[src/hdl/nec_pkg.sv]
// nec_pkg: shared types, codes and helper functions of the numeric element converter
// used by nec_front, nec_queue, nec_back and numeric_element_converter; no dependencies
package nec_pkg;

    // source format codes
    localparam logic [3:0] FMT_I8  = 4'd0;
    localparam logic [3:0] FMT_U8  = 4'd1;
    localparam logic [3:0] FMT_I16 = 4'd2;
    localparam logic [3:0] FMT_U16 = 4'd3;
    localparam logic [3:0] FMT_I32 = 4'd4;
    localparam logic [3:0] FMT_U32 = 4'd5;
    localparam logic [3:0] FMT_I64 = 4'd6;
    localparam logic [3:0] FMT_U64 = 4'd7;
    localparam logic [3:0] FMT_F32 = 4'd8;
    localparam logic [3:0] FMT_F64 = 4'd9;
    localparam logic [3:0] FMT_F16 = 4'd10;

    // target type codes
    localparam logic [2:0] TGT_BOOL = 3'd0;
    localparam logic [2:0] TGT_I8   = 3'd1;
    localparam logic [2:0] TGT_CHAR = 3'd2;
    localparam logic [2:0] TGT_I16  = 3'd3;
    localparam logic [2:0] TGT_I32  = 3'd4;
    localparam logic [2:0] TGT_I64  = 3'd5;
    localparam logic [2:0] TGT_F32  = 3'd6;
    localparam logic [2:0] TGT_F64  = 3'd7;

    // configuration register indexes
    localparam logic [1:0] REG_SOURCE_FORMAT = 2'd0;
    localparam logic [1:0] REG_SWAP_BYTES    = 2'd1;
    localparam logic [1:0] REG_TARGET_TYPE   = 2'd2;

    localparam logic [3:0] RESET_SOURCE_FORMAT = FMT_U8;
    localparam logic [2:0] RESET_TARGET_TYPE   = TGT_I32;

    localparam int QUEUE_DEPTH = 2;

    // classified word handed from front to back
    typedef struct packed {
        logic               direct;   // dval is the final result
        logic [63:0]        dval;
        logic               neg;
        logic [63:0]        m;        // value is m * 2^e
        logic signed [13:0] e;
        logic [2:0]         tgt;
    } item_t;

    typedef struct packed {
        logic  valid;
        item_t item;
    } item_bus_t;

    function automatic logic [3:0] src_bytes(input logic [3:0] fmt);
        logic [3:0] n;
        begin
            case (fmt)
                FMT_I8, FMT_U8:            n = 4'd1;
                FMT_I16, FMT_U16, FMT_F16: n = 4'd2;
                FMT_I32, FMT_U32, FMT_F32: n = 4'd4;
                FMT_I64, FMT_U64, FMT_F64: n = 4'd8;
                default:                   n = 4'd0;
            endcase
            return n;
        end
    endfunction

    // keep the low bytes at the element width, optionally byte reversed
    function automatic logic [63:0] take_bytes(input logic [63:0] v, input logic [3:0] n,
                                               input logic swap);
        logic [63:0] r;
        begin
            case (n)
                4'd1: r = {56'd0, v[7:0]};
                4'd2: r = swap ? {48'd0, v[7:0], v[15:8]} : {48'd0, v[15:0]};
                4'd4: r = swap ? {32'd0, v[7:0], v[15:8], v[23:16], v[31:24]}
                               : {32'd0, v[31:0]};
                4'd8: r = swap ? {v[7:0], v[15:8], v[23:16], v[31:24],
                                  v[39:32], v[47:40], v[55:48], v[63:56]} : v;
                default: r = 64'd0;
            endcase
            return r;
        end
    endfunction

    // exact widening of a half to a single
    function automatic logic [31:0] half_to_single(input logic [15:0] h);
        logic [31:0] sgn;
        logic [4:0]  ex;
        logic [9:0]  fr;
        logic [3:0]  p;
        logic [31:0] sh;
        logic [31:0] r;
        begin
            sgn = {h[15], 31'd0};
            ex  = h[14:10];
            fr  = h[9:0];
            p   = 4'd0;
            for (int i = 0; i < 10; i++)
            begin
                if (fr[i])
                    p = 4'(i);
            end
            sh = {22'd0, fr} << (5'd23 - {1'b0, p});
            if (ex == 5'd0)
            begin
                if (fr == 10'd0)
                    r = sgn;
                else
                    r = sgn | {1'b0, 8'd103 + {4'd0, p}, sh[22:0]};
            end
            else if (ex != 5'd31)
                r = sgn | {1'b0, {3'd0, ex} + 8'd112, fr, 13'd0};
            else if (fr == 10'd0)
                r = sgn | 32'h7f800000;
            else
                r = sgn | 32'h7f800001 | {9'd0, fr[9], 22'd0};
            return r;
        end
    endfunction

    // leading zero count, 64 for a zero word
    function automatic logic [6:0] lzc64(input logic [63:0] v);
        logic [6:0] n;
        begin
            n = 7'd64;
            for (int i = 0; i < 64; i++)
            begin
                if (v[i])
                    n = 7'(63 - i);
            end
            return n;
        end
    endfunction

endpackage

[src/hdl/numeric_element_converter.sv]
// numeric_element_converter: top level, configuration registers and the three parts
// depends on nec_pkg, nec_front, nec_queue, nec_back
//
// Converts one raw buffer word per clock into a target primitive value. A word is
// taken at a rising edge where start is high and busy is low; busy stays low in
// normal streaming since the back end drains the queue every cycle and the
// receiver cannot stall, so one word per clock is sustained. Each result appears
// on result_bits for one cycle with done high, after passing the front register
// (swap, sign extension, half widening, unpacking), which loads at the start edge,
// the queue and the back stages (leading zero count, normalize, align with sticky,
// round or saturate). Results leave in input order. Configuration must be written
// through cfg_we / cfg_index / cfg_data only while no word is in flight; the block
// itself does not enforce this.
module numeric_element_converter (
    input  logic        clk,
    input  logic        rst_n,
    input  logic        start,
    output logic        busy,
    input  logic [63:0] raw_element,
    output logic        done,
    output logic [63:0] result_bits,
    input  logic        cfg_we,
    input  logic [1:0]  cfg_index,
    input  logic [3:0]  cfg_data
);

    // configuration registers
    logic [3:0] source_format_reg, source_format_next;
    logic       swap_bytes_reg, swap_bytes_next;
    logic [2:0] target_type_reg, target_type_next;

    always_comb
    begin
        source_format_next = source_format_reg;
        swap_bytes_next    = swap_bytes_reg;
        target_type_next   = target_type_reg;
        if (cfg_we)
        begin
            case (cfg_index)
                nec_pkg::REG_SOURCE_FORMAT: source_format_next = cfg_data;
                nec_pkg::REG_SWAP_BYTES:    swap_bytes_next    = cfg_data[0];
                nec_pkg::REG_TARGET_TYPE:   target_type_next   = cfg_data[2:0];
                default:                    ;
            endcase
        end
    end

    always_ff @(posedge clk or negedge rst_n)
    begin
        if (!rst_n)
        begin
            source_format_reg <= nec_pkg::RESET_SOURCE_FORMAT;
            swap_bytes_reg    <= 1'b0;
            target_type_reg   <= nec_pkg::RESET_TARGET_TYPE;
        end
        else
        begin
            source_format_reg <= source_format_next;
            swap_bytes_reg    <= swap_bytes_next;
            target_type_reg   <= target_type_next;
        end
    end

    nec_pkg::item_bus_t front_bus, back_bus;
    logic               q_full;
    logic               load;

    // front word holds while the queue is full
    assign busy = front_bus.valid && q_full;
    assign load = start && !busy;

    nec_front u_front (
        .clk         (clk),
        .rst_n       (rst_n),
        .load        (load),
        .advance     (!q_full),
        .raw_element (raw_element),
        .fmt         (source_format_reg),
        .swap        (swap_bytes_reg),
        .tgt         (target_type_reg),
        .out_bus     (front_bus)
    );

    nec_queue u_queue (
        .clk     (clk),
        .rst_n   (rst_n),
        .in_bus  (front_bus),
        .full    (q_full),
        .out_bus (back_bus)
    );

    nec_back u_back (
        .clk         (clk),
        .rst_n       (rst_n),
        .in_bus      (back_bus),
        .done        (done),
        .result_bits (result_bits)
    );

endmodule

[src/hdl/nec_front.sv]
// nec_front: byte order, sign extension, half widening and float unpacking
// depends on nec_pkg
module nec_front (
    input  logic              clk,
    input  logic              rst_n,
    input  logic              load,
    input  logic              advance,
    input  logic [63:0]       raw_element,
    input  logic [3:0]        fmt,
    input  logic              swap,
    input  logic [2:0]        tgt,
    output nec_pkg::item_bus_t out_bus
);

    logic              valid_reg, valid_next;
    nec_pkg::item_t    item_reg, item_next;

    logic [3:0]  nb;
    logic [63:0] v, sv, mag, bits64;
    logic        is_int, sgn, ineg, is32, is_nan, is_inf, is_zero, fneg;
    logic [31:0] b32;
    logic [10:0] ef;
    logic [51:0] frac;

    always_comb
    begin
        nb     = nec_pkg::src_bytes(fmt);
        v      = nec_pkg::take_bytes(raw_element, nb, swap);
        is_int = (fmt < nec_pkg::FMT_F32);
        sgn    = ~fmt[0];
        case (nb)
            4'd1:    ineg = sgn & v[7];
            4'd2:    ineg = sgn & v[15];
            4'd4:    ineg = sgn & v[31];
            default: ineg = sgn & v[63];
        endcase
        case (nb)
            4'd1:    sv = ineg ? {56'hffffffffffffff, v[7:0]} : v;
            4'd2:    sv = ineg ? {48'hffffffffffff, v[15:0]} : v;
            4'd4:    sv = ineg ? {32'hffffffff, v[31:0]} : v;
            default: sv = v;
        endcase
        mag  = ineg ? (64'd0 - sv) : sv;

        is32 = (fmt != nec_pkg::FMT_F64);
        b32  = (fmt == nec_pkg::FMT_F16) ? nec_pkg::half_to_single(v[15:0]) : v[31:0];
        bits64 = is32 ? {32'd0, b32} : v;
        if (is32)
        begin
            ef   = {3'd0, b32[30:23]};
            frac = {29'd0, b32[22:0]};
            fneg = b32[31];
            is_nan = (b32[30:23] == 8'hff) && (b32[22:0] != 23'd0);
            is_inf = (b32[30:23] == 8'hff) && (b32[22:0] == 23'd0);
        end
        else
        begin
            ef   = v[62:52];
            frac = v[51:0];
            fneg = v[63];
            is_nan = (ef == 11'h7ff) && (frac != 52'd0);
            is_inf = (ef == 11'h7ff) && (frac == 52'd0);
        end
        is_zero = (ef == 11'd0) && (frac == 52'd0);

        item_next      = item_reg;
        item_next.tgt  = tgt;
        item_next.direct = 1'b0;
        item_next.dval = 64'd0;
        item_next.neg  = is_int ? ineg : fneg;
        item_next.m    = mag;
        item_next.e    = 14'sd0;
        if (!is_int)
        begin
            if (is32)
            begin
                item_next.m = (ef == 11'd0) ? {12'd0, frac} : {41'd1, frac[22:0]};
                item_next.e = (ef == 11'd0) ? -14'sd149 : $signed({3'd0, ef}) - 14'sd150;
            end
            else
            begin
                item_next.m = (ef == 11'd0) ? {12'd0, frac} : {12'd1, frac};
                item_next.e = (ef == 11'd0) ? -14'sd1074 : $signed({3'd0, ef}) - 14'sd1075;
            end
            if (is_inf)
            begin
                item_next.m = {64{1'b1}};
                item_next.e = 14'sd0;
            end
        end

        if (nb == 4'd0)
        begin
            item_next.direct = 1'b1;
        end
        else if (is_int)
        begin
            item_next.direct = 1'b1;
            case (tgt)
                nec_pkg::TGT_BOOL: item_next.dval = {63'd0, sv != 64'd0};
                nec_pkg::TGT_I8:   item_next.dval = {56'd0, sv[7:0]};
                nec_pkg::TGT_CHAR,
                nec_pkg::TGT_I16:  item_next.dval = {48'd0, sv[15:0]};
                nec_pkg::TGT_I32:  item_next.dval = {32'd0, sv[31:0]};
                nec_pkg::TGT_I64:  item_next.dval = sv;
                default:           item_next.direct = 1'b0;
            endcase
        end
        else
        begin
            case (tgt)
                nec_pkg::TGT_BOOL:
                begin
                    item_next.direct = 1'b1;
                    item_next.dval   = {63'd0, !is_zero};
                end
                nec_pkg::TGT_F32:
                begin
                    if (is32)
                    begin
                        item_next.direct = 1'b1;
                        item_next.dval   = bits64;
                    end
                    else if (is_nan)
                    begin
                        item_next.direct = 1'b1;
                        item_next.dval   = {32'd0, fneg, 31'h7fc00000 | {8'd0, frac[51:29]}};
                    end
                    else if (is_inf)
                    begin
                        item_next.direct = 1'b1;
                        item_next.dval   = {32'd0, fneg, 31'h7f800000};
                    end
                end
                nec_pkg::TGT_F64:
                begin
                    if (!is32)
                    begin
                        item_next.direct = 1'b1;
                        item_next.dval   = bits64;
                    end
                    else if (is_nan)
                    begin
                        item_next.direct = 1'b1;
                        item_next.dval   = {fneg, 63'h7ff8000000000000 | {11'd0, frac[22:0], 29'd0}};
                    end
                    else if (is_inf)
                    begin
                        item_next.direct = 1'b1;
                        item_next.dval   = {fneg, 63'h7ff0000000000000};
                    end
                end
                default:
                begin
                    // integer targets: nan and zero give 0
                    if (is_nan || is_zero)
                    begin
                        item_next.direct = 1'b1;
                        item_next.dval   = 64'd0;
                    end
                end
            endcase
        end
    end

    always_comb
    begin
        valid_next = valid_reg;
        if (advance)
            valid_next = 1'b0;
        if (load)
            valid_next = 1'b1;
    end

    always_ff @(posedge clk or negedge rst_n)
    begin
        if (!rst_n)
            valid_reg <= 1'b0;
        else
            valid_reg <= valid_next;
    end

    always_ff @(posedge clk)
    begin
        if (load)
            item_reg <= item_next;
    end

    assign out_bus.valid = valid_reg;
    assign out_bus.item  = item_reg;

endmodule

[src/hdl/nec_queue.sv]
// nec_queue: short fifo of classified words between front and back
// depends on nec_pkg
module nec_queue (
    input  logic               clk,
    input  logic               rst_n,
    input  nec_pkg::item_bus_t in_bus,
    output logic               full,
    output nec_pkg::item_bus_t out_bus
);

    localparam int PW = $clog2(nec_pkg::QUEUE_DEPTH);

    nec_pkg::item_t          mem_reg [nec_pkg::QUEUE_DEPTH];
    logic [PW-1:0]           wr_reg, wr_next, rd_reg, rd_next;
    logic [PW:0]             cnt_reg, cnt_next;
    logic                    push, pop;

    // back end never stalls: pop whenever a word is held
    assign pop  = (cnt_reg != '0);
    assign full = (cnt_reg == (PW+1)'(nec_pkg::QUEUE_DEPTH));
    assign push = in_bus.valid && !full;

    always_comb
    begin
        wr_next  = push ? wr_reg + 1'b1 : wr_reg;
        rd_next  = pop ? rd_reg + 1'b1 : rd_reg;
        cnt_next = cnt_reg + (PW+1)'(push) - (PW+1)'(pop);
    end

    always_ff @(posedge clk or negedge rst_n)
    begin
        if (!rst_n)
        begin
            wr_reg  <= '0;
            rd_reg  <= '0;
            cnt_reg <= '0;
        end
        else
        begin
            wr_reg  <= wr_next;
            rd_reg  <= rd_next;
            cnt_reg <= cnt_next;
        end
    end

    always_ff @(posedge clk)
    begin
        if (push)
            mem_reg[wr_reg] <= in_bus.item;
    end

    assign out_bus.valid = pop;
    assign out_bus.item  = mem_reg[rd_reg];

endmodule

[src/hdl/nec_back.sv]
// nec_back: four stage normalize, align, round and saturate pipeline
// depends on nec_pkg
module nec_back (
    input  logic               clk,
    input  logic               rst_n,
    input  nec_pkg::item_bus_t in_bus,
    output logic               done,
    output logic [63:0]        result_bits
);

    typedef struct packed {
        logic               direct;
        logic [63:0]        dval;
        logic               neg;
        logic [63:0]        m;
        logic signed [13:0] e;
        logic [2:0]         tgt;
        logic [6:0]         lz;
    } s1_t;

    typedef struct packed {
        logic               direct;
        logic [63:0]        dval;
        logic               neg;
        logic               zero;
        logic [63:0]        nm;
        logic signed [13:0] big_e;
        logic [2:0]         tgt;
    } s2_t;

    typedef struct packed {
        logic               direct;
        logic [63:0]        dval;
        logic               neg;
        logic               zero;
        logic               ovf;      // float overflow or integer saturation
        logic               under;    // integer magnitude below one
        logic [11:0]        biased;
        logic [63:0]        mant;
        logic               guard;
        logic               sticky;
        logic [2:0]         tgt;
    } s3_t;

    logic [3:0]  v_reg, v_next;
    s1_t         s1_reg, s1_next;
    s2_t         s2_reg, s2_next;
    s3_t         s3_reg, s3_next;
    logic [63:0] res_reg, res_next;

    // stage 1: leading zero count
    always_comb
    begin
        s1_next.direct = in_bus.item.direct;
        s1_next.dval   = in_bus.item.dval;
        s1_next.neg    = in_bus.item.neg;
        s1_next.m      = in_bus.item.m;
        s1_next.e      = in_bus.item.e;
        s1_next.tgt    = in_bus.item.tgt;
        s1_next.lz     = nec_pkg::lzc64(in_bus.item.m);
    end

    // stage 2: normalize so the leading one sits at bit 63
    always_comb
    begin
        s2_next.direct = s1_reg.direct;
        s2_next.dval   = s1_reg.dval;
        s2_next.neg    = s1_reg.neg;
        s2_next.tgt    = s1_reg.tgt;
        s2_next.zero   = s1_reg.lz[6];
        s2_next.nm     = s1_reg.m << s1_reg.lz[5:0];
        s2_next.big_e  = s1_reg.e + 14'sd63 - $signed({7'd0, s1_reg.lz});
    end

    // stage 3: pick the alignment shift and shift right with sticky
    logic signed [13:0] emin, bias_s, extra;
    logic [13:0]        sh_w;
    logic [6:0]         sh;
    logic [127:0]       wide;
    logic [5:0]         fb;

    always_comb
    begin
        fb     = (s2_reg.tgt == nec_pkg::TGT_F32) ? 6'd23 : 6'd52;
        bias_s = (s2_reg.tgt == nec_pkg::TGT_F32) ? 14'sd127 : 14'sd1023;
        emin   = 14'sd1 - bias_s;
        extra  = (s2_reg.big_e < emin) ? (emin - s2_reg.big_e) : 14'sd0;
        s3_next.direct = s2_reg.direct;
        s3_next.dval   = s2_reg.dval;
        s3_next.neg    = s2_reg.neg;
        s3_next.zero   = s2_reg.zero;
        s3_next.tgt    = s2_reg.tgt;
        s3_next.under  = 1'b0;
        s3_next.biased = '0;
        if (s2_reg.tgt == nec_pkg::TGT_F32 || s2_reg.tgt == nec_pkg::TGT_F64)
        begin
            s3_next.ovf    = (s2_reg.big_e > bias_s);
            sh_w           = 14'(14'sd63 - $signed({8'd0, fb}) + extra);
            s3_next.biased = 12'(((s2_reg.big_e < emin) ? emin : s2_reg.big_e) + bias_s);
        end
        else
        begin
            s3_next.ovf   = (s2_reg.big_e > 14'sd63);
            s3_next.under = (s2_reg.big_e < 14'sd0);
            sh_w          = 14'(14'sd63 - s2_reg.big_e);
        end
        sh   = (sh_w > 14'd65) ? 7'd65 : sh_w[6:0];
        wide = {s2_reg.nm, 64'd0} >> sh;
        s3_next.mant   = wide[127:64];
        s3_next.guard  = wide[63];
        s3_next.sticky = |wide[62:0];
    end

    // stage 4: round and pack, or saturate to the integer range
    logic [5:0]  fb4;
    logic [11:0] emax, bexp;
    logic [63:0] mr, fmask, mag, lim, wmask, clip, sbit;
    logic        sgnd;

    always_comb
    begin
        fb4   = (s3_reg.tgt == nec_pkg::TGT_F32) ? 6'd23 : 6'd52;
        emax  = (s3_reg.tgt == nec_pkg::TGT_F32) ? 12'd255 : 12'd2047;
        sbit  = {63'd0, s3_reg.neg} << ({1'b0, fb4} + ((s3_reg.tgt == nec_pkg::TGT_F32)
                                                       ? 7'd8 : 7'd11));
        fmask = (64'd1 << fb4) - 64'd1;
        mr    = s3_reg.mant + {63'd0, s3_reg.guard & (s3_reg.sticky | s3_reg.mant[0])};
        bexp  = s3_reg.biased;
        if ((mr >> ({1'b0, fb4} + 7'd1)) != 64'd0)
        begin
            mr   = mr >> 1;
            bexp = bexp + 12'd1;
        end

        mag = s3_reg.ovf ? {64{1'b1}} : (s3_reg.under ? 64'd0 : s3_reg.mant);
        case (s3_reg.tgt)
            nec_pkg::TGT_I8:   wmask = 64'hff;
            nec_pkg::TGT_CHAR,
            nec_pkg::TGT_I16:  wmask = 64'hffff;
            nec_pkg::TGT_I32:  wmask = 64'hffffffff;
            default:           wmask = {64{1'b1}};
        endcase
        sgnd = (s3_reg.tgt != nec_pkg::TGT_CHAR);
        lim  = (wmask >> 1) + 64'd1;
        if (sgnd)
        begin
            clip = (mag >= lim) ? lim : mag;
            if (!s3_reg.neg && mag >= lim)
                clip = lim - 64'd1;
        end
        else
            clip = (mag > wmask) ? wmask : mag;

        case (s3_reg.tgt)
            nec_pkg::TGT_F32,
            nec_pkg::TGT_F64:
            begin
                if (s3_reg.zero)
                    res_next = sbit;
                else if (s3_reg.ovf)
                    res_next = sbit | ({52'd0, emax} << fb4);
                else if (mr < (64'd1 << fb4))
                    res_next = sbit | mr;
                else if (bexp >= emax)
                    res_next = sbit | ({52'd0, emax} << fb4);
                else
                    res_next = sbit | ({52'd0, bexp} << fb4) | (mr & fmask);
            end
            default:
            begin
                if (s3_reg.neg)
                    res_next = sgnd ? ((64'd0 - clip) & wmask) : 64'd0;
                else
                    res_next = clip;
            end
        endcase
        if (s3_reg.direct)
            res_next = s3_reg.dval;
    end

    assign v_next = {v_reg[2:0], in_bus.valid};

    always_ff @(posedge clk or negedge rst_n)
    begin
        if (!rst_n)
            v_reg <= '0;
        else
            v_reg <= v_next;
    end

    always_ff @(posedge clk)
    begin
        s1_reg  <= s1_next;
        s2_reg  <= s2_next;
        s3_reg  <= s3_next;
        res_reg <= res_next;
    end

    assign done        = v_reg[3];
    assign result_bits = res_reg;

endmodule

[config.mk]
export PLATFORM = sky130hd
export DESIGN_NAME = numeric_element_converter
export DESIGN_NICKNAME = d
export VERILOG_FILES = /design/src/hdl/nec_pkg.sv /design/src/hdl/numeric_element_converter.sv /design/src/hdl/nec_front.sv /design/src/hdl/nec_queue.sv /design/src/hdl/nec_back.sv
export SDC_FILE = /design/constraint.sdc
export NUM_CORES = 2
export LEC_CHECK = 0
export ABC_AREA = 1
export BUFFER_PORTS_ARGS = -buffer_cell sky130_fd_sc_hd__buf_2
export CAP_MARGIN = 15
export CORE_AREA = 4 4 333 335
export DETAILED_ROUTE_END_ITERATION = 10
export DIE_AREA = 0 0 337 339
export PLACE_DENSITY_LB_ADDON = 0.05
export SKIP_LAST_GASP = 1
export SLEW_MARGIN = 20
export SYNTH_ARGS = -nofsm -noshare
export SYNTH_HDL_FRONTEND = slang
export SYNTH_HIERARCHICAL = 1
export SYNTH_SLANG_ARGS = --single-unit
export TNS_END_PERCENT = 30
[constraint.sdc]
create_clock -name clk -period 15.2 [get_ports clk]
set_clock_uncertainty 0.05 [all_clocks]
set_input_delay 3.8 -clock clk [delete_from_list [all_inputs] [get_ports clk]]
set_output_delay 3.8 -clock clk [all_outputs]
set_load 0.03 [all_outputs]
Yosys cells after proc, flatten, opt, wreduce, memory -nomap -nowiden. Memory sizes are Yosys's and may differ from the RTL's. Cells that the tools add are included.

Register bits: 680. Logic and storage cells: 324. Memories: 2. Memory bits (read-only): 64. Bits in writable memories: 294. Bits of input ports: 74. Output and inout port bits: 66. Bits in latches: 0.

Memory list: u_queue.mem_reg (words 2, bits a word 147, rd ports 1, clocked after memory_dff 0, write ports 1, RTL line nec_queue.sv:13) `nec_pkg::item_t mem_reg [nec_pkg::QUEUE_DEPTH];`; (name not given) (words 16, bits a word 4, rd ports 1, clocked after memory_dff 0, write ports 0, RTL line nec_pkg.sv:56) `case (fmt)`.

Equality and inequality tests: 29. Bitwise operators: 16. Add/subtract/negate cells: 26. $lt $le $gt $ge: 10. Multiply operators: 0. Reduce and logical (&&, ||, !) cells: 44. Mux-type cells: 143. Shift-type cells: 8. Div/mod/pow operators: 0.

Operator list (count): two-way mux 64 bit (21); two-way mux 65 bit (8); case mux 64 bit (3 select lines) (2); case mux 64 bit (5 select lines) (1); bitwise OR 64 bit (4); case mux 64 bit (4 select lines) (1); two-way mux 78 bit (3); two-way mux 6 bit (33); case mux 65 bit (3 select lines) (1); two-way mux 32 bit (6); AND 64 bit (2); nonzero test 64 bit (2); << shifter 12 x 6 -> 64 bit (2); >> shifter 128 x 7 -> 128 bit (1); subtractor 1 x 64 -> 64 bit (first input constant) (2); subtractor 64 x 1 -> 64 bit (second input constant) (2); OR reduction 63 bit (2); logical NOT 52 bit (2); two-way mux 52 bit (2); two-way mux 5 bit (16); adder 63 x 1 -> 64 bit (second input constant) (1); adder 64 x 1 -> 64 bit (1); greater-or-equal comparator 64 bit (1); > comparator 64 bit (1); other kinds (83) (159).

Longest topological paths before layout. An unclocked memory read counts as a cell.

Word-level depth: 64. Gate-level depth with buffers: 68. Gate-level depth less buffers: 66.

By module. Netlist, hierarchy kept.

Modules (own cells, without submodules): nec_back (area each 32673.8 um^2, cells each 5098, seq. area each 10430.0 um^2, instances 1); nec_front (area each 13087.6 um^2, cells each 1989, seq. area each 4379.2 um^2, instances 1); nec_queue (area each 10825.4 um^2, cells each 789, seq. area each 8928.6 um^2, instances 1); numeric_element_converter (area each 385.4 um^2, cells each 44, seq. area each 202.7 um^2, instances 1).

Least setup slack after synthesis. Ideal clock, no wire load.

Path type: input to register. Start: in start. End: reg u_front.valid_reg. Setup time: 113 ps. Cell stages on the path: 3. Slack: 4645 ps. Buffers on the path: 0. Required time: 15037 ps. Arrival: 10392 ps. Path through: inv_1 > nor2_1 > o21bai_1.

Longest elaborated chain between the ends: 2. Elaborated cells between the ends (all ways): 3. Classes of those cells: eq/ne: 1; mux: 1; reduce/logical: 1.

RTL lines: start, declared (RTL line numeric_element_converter.sv:17) `input logic start,`; logical AND 1 bit (*) (RTL line numeric_element_converter.sv:70) `assign load = start && !busy;`; net load (RTL line numeric_element_converter.sv:66) `logic load;`; inequality test 2 x 1 -> 1 bit (no source line) / two-way mux 1 bit (equally long branches); end signal, assigned (RTL line nec_front.sv:180) `valid_reg <= valid_next;`; end, declared (RTL line nec_front.sv:15) `logic valid_reg, valid_next;`.

The timed path passes the listed nets; every way through them passes the cells marked *. A chain may end at the register's enable or synchronous reset.

==> metrics.md <==
| Metric | Value |
|---|---|
| Clk slew on worst S/H paths | 0.08 ns |
| H-tree depth reported by CTS | 3 |
| CP Class | reg -> reg |
| Via Count | approximately 54k |
| Clock power share | 16.6% |
| Die H | 339 µm |
| #FFs+latches synth | 972 |
| Synth warn | 6 |
| Row cnt | 121 |
| Synth area leaders | edfxtp_1 23%, dfxtp_1 18%, nand2_1 16% |
| Post-synth EDFFs | 439 |
| Final Setup Violations | 0 |
| Most numerous cell in the Yosys netlist | nand2_1 |
| Largest net degree at the start of global routing | 86 |
| Setup crit end kind | register |
| Setup bufs post-CTS | 0 |
| Post-DP HPWL | around 160000 µm |
| Synth top area share | 23.1% |
| CP arrival | 10.44 ns |
| Post-CTS sizing | 0 |
| Crit-path max FO | 82 |
| Root Driver | clkbuf_16 |
| Die ar. | 114000 µm² |
| Seq pwr share | around 28% |
| Sequential fraction of the synthesis area | 42.0% |
| Int Power | 7.13 mW |
| Final worst path period share | between 60% and 70% |
| WP buf/inv | 5 |
| Share of flip-flops with an asynchronous set or reset | around 1.7% |
| Setup TNS | 0 ns |
| Slowest stage delay, CP | 1.00 ns |
| Critical Path Source Type | register |
| Slew Viols, Final | 0 |
| Per-cell routed wire length | 22.2 µm |
| Synthesis-to-finish area growth | 8.26% |
| Pwr dens | 234 nW/µm² |
| Netlist Area Pre-Place | between 50000 and 60000 µm² |
| RSZ-0062 raised after global routing | false |
| Max FFs per register | 294 |
| Final net count | 8118 |
| Utilization after layout | a little under three fifths |
| Initial core utilization | 52.7% |
| Rel. slew slack | 21.1% |
| Yosys top cell by area | edfxtp_1 |
| Synth Instances | 7920 |
| Max_cap viols | 0 |
| Share of layout cells above drive strength 1 | around 7.4% |
| Hold Path Class | reg -> reg |
| Remaining DRCs | 0 |
| Fmax | 0.101 GHz |
| CTS Sinks | about 970 |
| Initial detailed-routing violation count | 6260 |
| I/O pin cnt | 140 |
| Hold_buf cts | 0 |
| Filler Cell Count | 10.2k |
| Family with the most delay on the worst path | simple AND/OR/NAND/NOR gates |
| GRT overflow | 0 |
| Combinational group share of total power | a little under three fifths |
| Post-Syn Area per Cell | ~7.2 µm² |
| Clk Latency, worst-skew pair | between 0.6 and 0.7 ns |
| Ys flop type | dfxtp_1 |
| Worst path most repeated cell | nand2_1 |
| Max IR drop VDD | around 0.12 mV |
| Vias in the first global route | 50.3k |
| Netlist cell types | 87 |
| Die W | 337 µm |
| Max Root-Sink Buffers | 3 |
| Final hold violations | 0 |
| Buffers added on ports | 139 |
| Antenna Nets Post-Route | 0 |
| Initial antenna violation count | 5 |
| Critical path's slowest cell | clkinv_2 |
| CTS buffer count | 92 |
| Fin crit period | between 9 and 10 ns |
| Least-Margin Pin Slew | approximately 1.2 ns |
| GP Congestion | 1.07 |
| CTS tree | built |
| Total track usage | a little over a third |
| Most frequent cells after synthesis | 2445 x nand2_1, 757 x inv_1, 742 x nor2_1, 630 x o21ai_0, 516 x dfxtp_1 |
| First-pass DRT Iterations | 8 |
| Switching power | ~7.3 mW |
| Total Routed Length | 208000 µm |
| WP data required | 15.72 ns |
| Total power | ~14 mW |
| Lkg Pwr | roughly 28 nW |
| Total core area | 108000 µm² |
| Status | finished, final reports clean |
| First-pass GRT wire length | 308000 µm |
| DR vias/cell | 5.76 |
| Sw frac | 50.6% |
## worst paths after layout
path | from | endpoint | slack (ns) | depth (start not counted)
max | u_back/s2_reg[1]$_DFF_P_ | u_back/s3_reg[3]$_DFF_P_ | 5.29 | 42
min | u_back/s2_reg[87]$_DFF_P_ | u_back/s3_reg[89]$_DFF_P_ | 0.27 | 0
max reg2reg | u_back/s2_reg[1]$_DFF_P_ | u_back/s3_reg[3]$_DFF_P_ | 5.29 | 42
min reg2reg | u_back/s2_reg[87]$_DFF_P_ | u_back/s3_reg[89]$_DFF_P_ | 0.27 | 0
max in group asynchronous | rst_n | target_type_reg[2]$_DFFE_PN1P_ | 11.80 | 1
min in group asynchronous | rst_n | source_format_reg[2]$_DFFE_PN0P_ | 3.00 | 1
## final cells by class
type                            instances  area [µm²]  area share, %
Antenna cell                            3        7.51         0.0122
Clock buffer                          130        2700           4.38
Clock inverter                         43         552          0.895
Inverter                              811        3060           4.96
Multi-Input combinational cell       5814       28500           46.2
Sequential cell                       972       24000           38.8
Tap cell                             1414        1770           2.87
Timing Repair Buffer                  196        1120           1.82
## logic make-up (layout without fill, tap and decap cells)
| family | after synthesis | count (layout) | share of synthesized area [%] |
|---|---|---|---|
| AOI/OAI and AO/OA | 1344 | 1344 | 12.8 |
| xor gates and xnor gates | 134 | 134 | 2.06 |
| adders and majority gates | 157 | 157 | 3.47 |
| buffers and inverters | 1179 | 1180 | 8.34 |
| DFF | 972 | 972 | 42.0 |
| muxes | 55 | 55 | 0.969 |
| other | 1 | 49 | 0.00658 |
| and+or+nand+nor | 4078 | 4078 | 30.3 |
## per-layer routing
layer	routed length, µm	vias to the layer above	global-route usage [%]
met3	14800	595	4.75
met4	16600	0	23.1
met1	81900	25000	44.5
met2	95100	2500	57.4
li1	-	25900	-
met5	0	-	0
## power groups by stage
stage / registers [mW] / clock network [mW] / logic [mW]
floorplan: 4.01 / 0 / 5.19
global placement: 4.03 / 0 / 7.69
detailed placement: 4.05 / 0 / 7.75
CTS: 4.00 / 2.44 / 7.80
global route: 4.07 / 2.55 / 8.79
finish: 4.01 / 2.40 / 8.02
## cell usage in the layout (no fill, tap or decap), types with 18 or more instances in the layout
master     instances
o21ai_1          158
o211ai_1          43
nor2_2            21
buf_2            139
xor2_1           117
nor2_1           733
clkbuf_1          18
o22ai_1           32
nand3b_1          29
nand2_1         2443
edfxtp_1         439
nor3_1           121
dfxtp_1          512
nor2_4            20
inv_1            753
a21oi_1          323
o21ai_0          630
nor4_1            47
or2_2             38
mux2i_1           54
a31oi_1           54
inv_2             44
nand2_2           32
nand3_1          406
nand4_1          109
buf_4             57
ha_1             155
conb_1            46
clkbuf_16         98
## metrics by stage
step	worst slack [ns]	area, µm²	instances	hold WS [ns]
after floorplan	4.65	57100	7965	0.260
after global placement	6.08	58400	9207	0.261
after detailed placement	5.86	58400	9207	0.262
after CTS	5.86	61700	9380	0.269
after global routing	4.26	61700	9380	0.270
final	5.29	61700	9383	0.267
No activity file was read; power rests on OpenSTA's default activity.
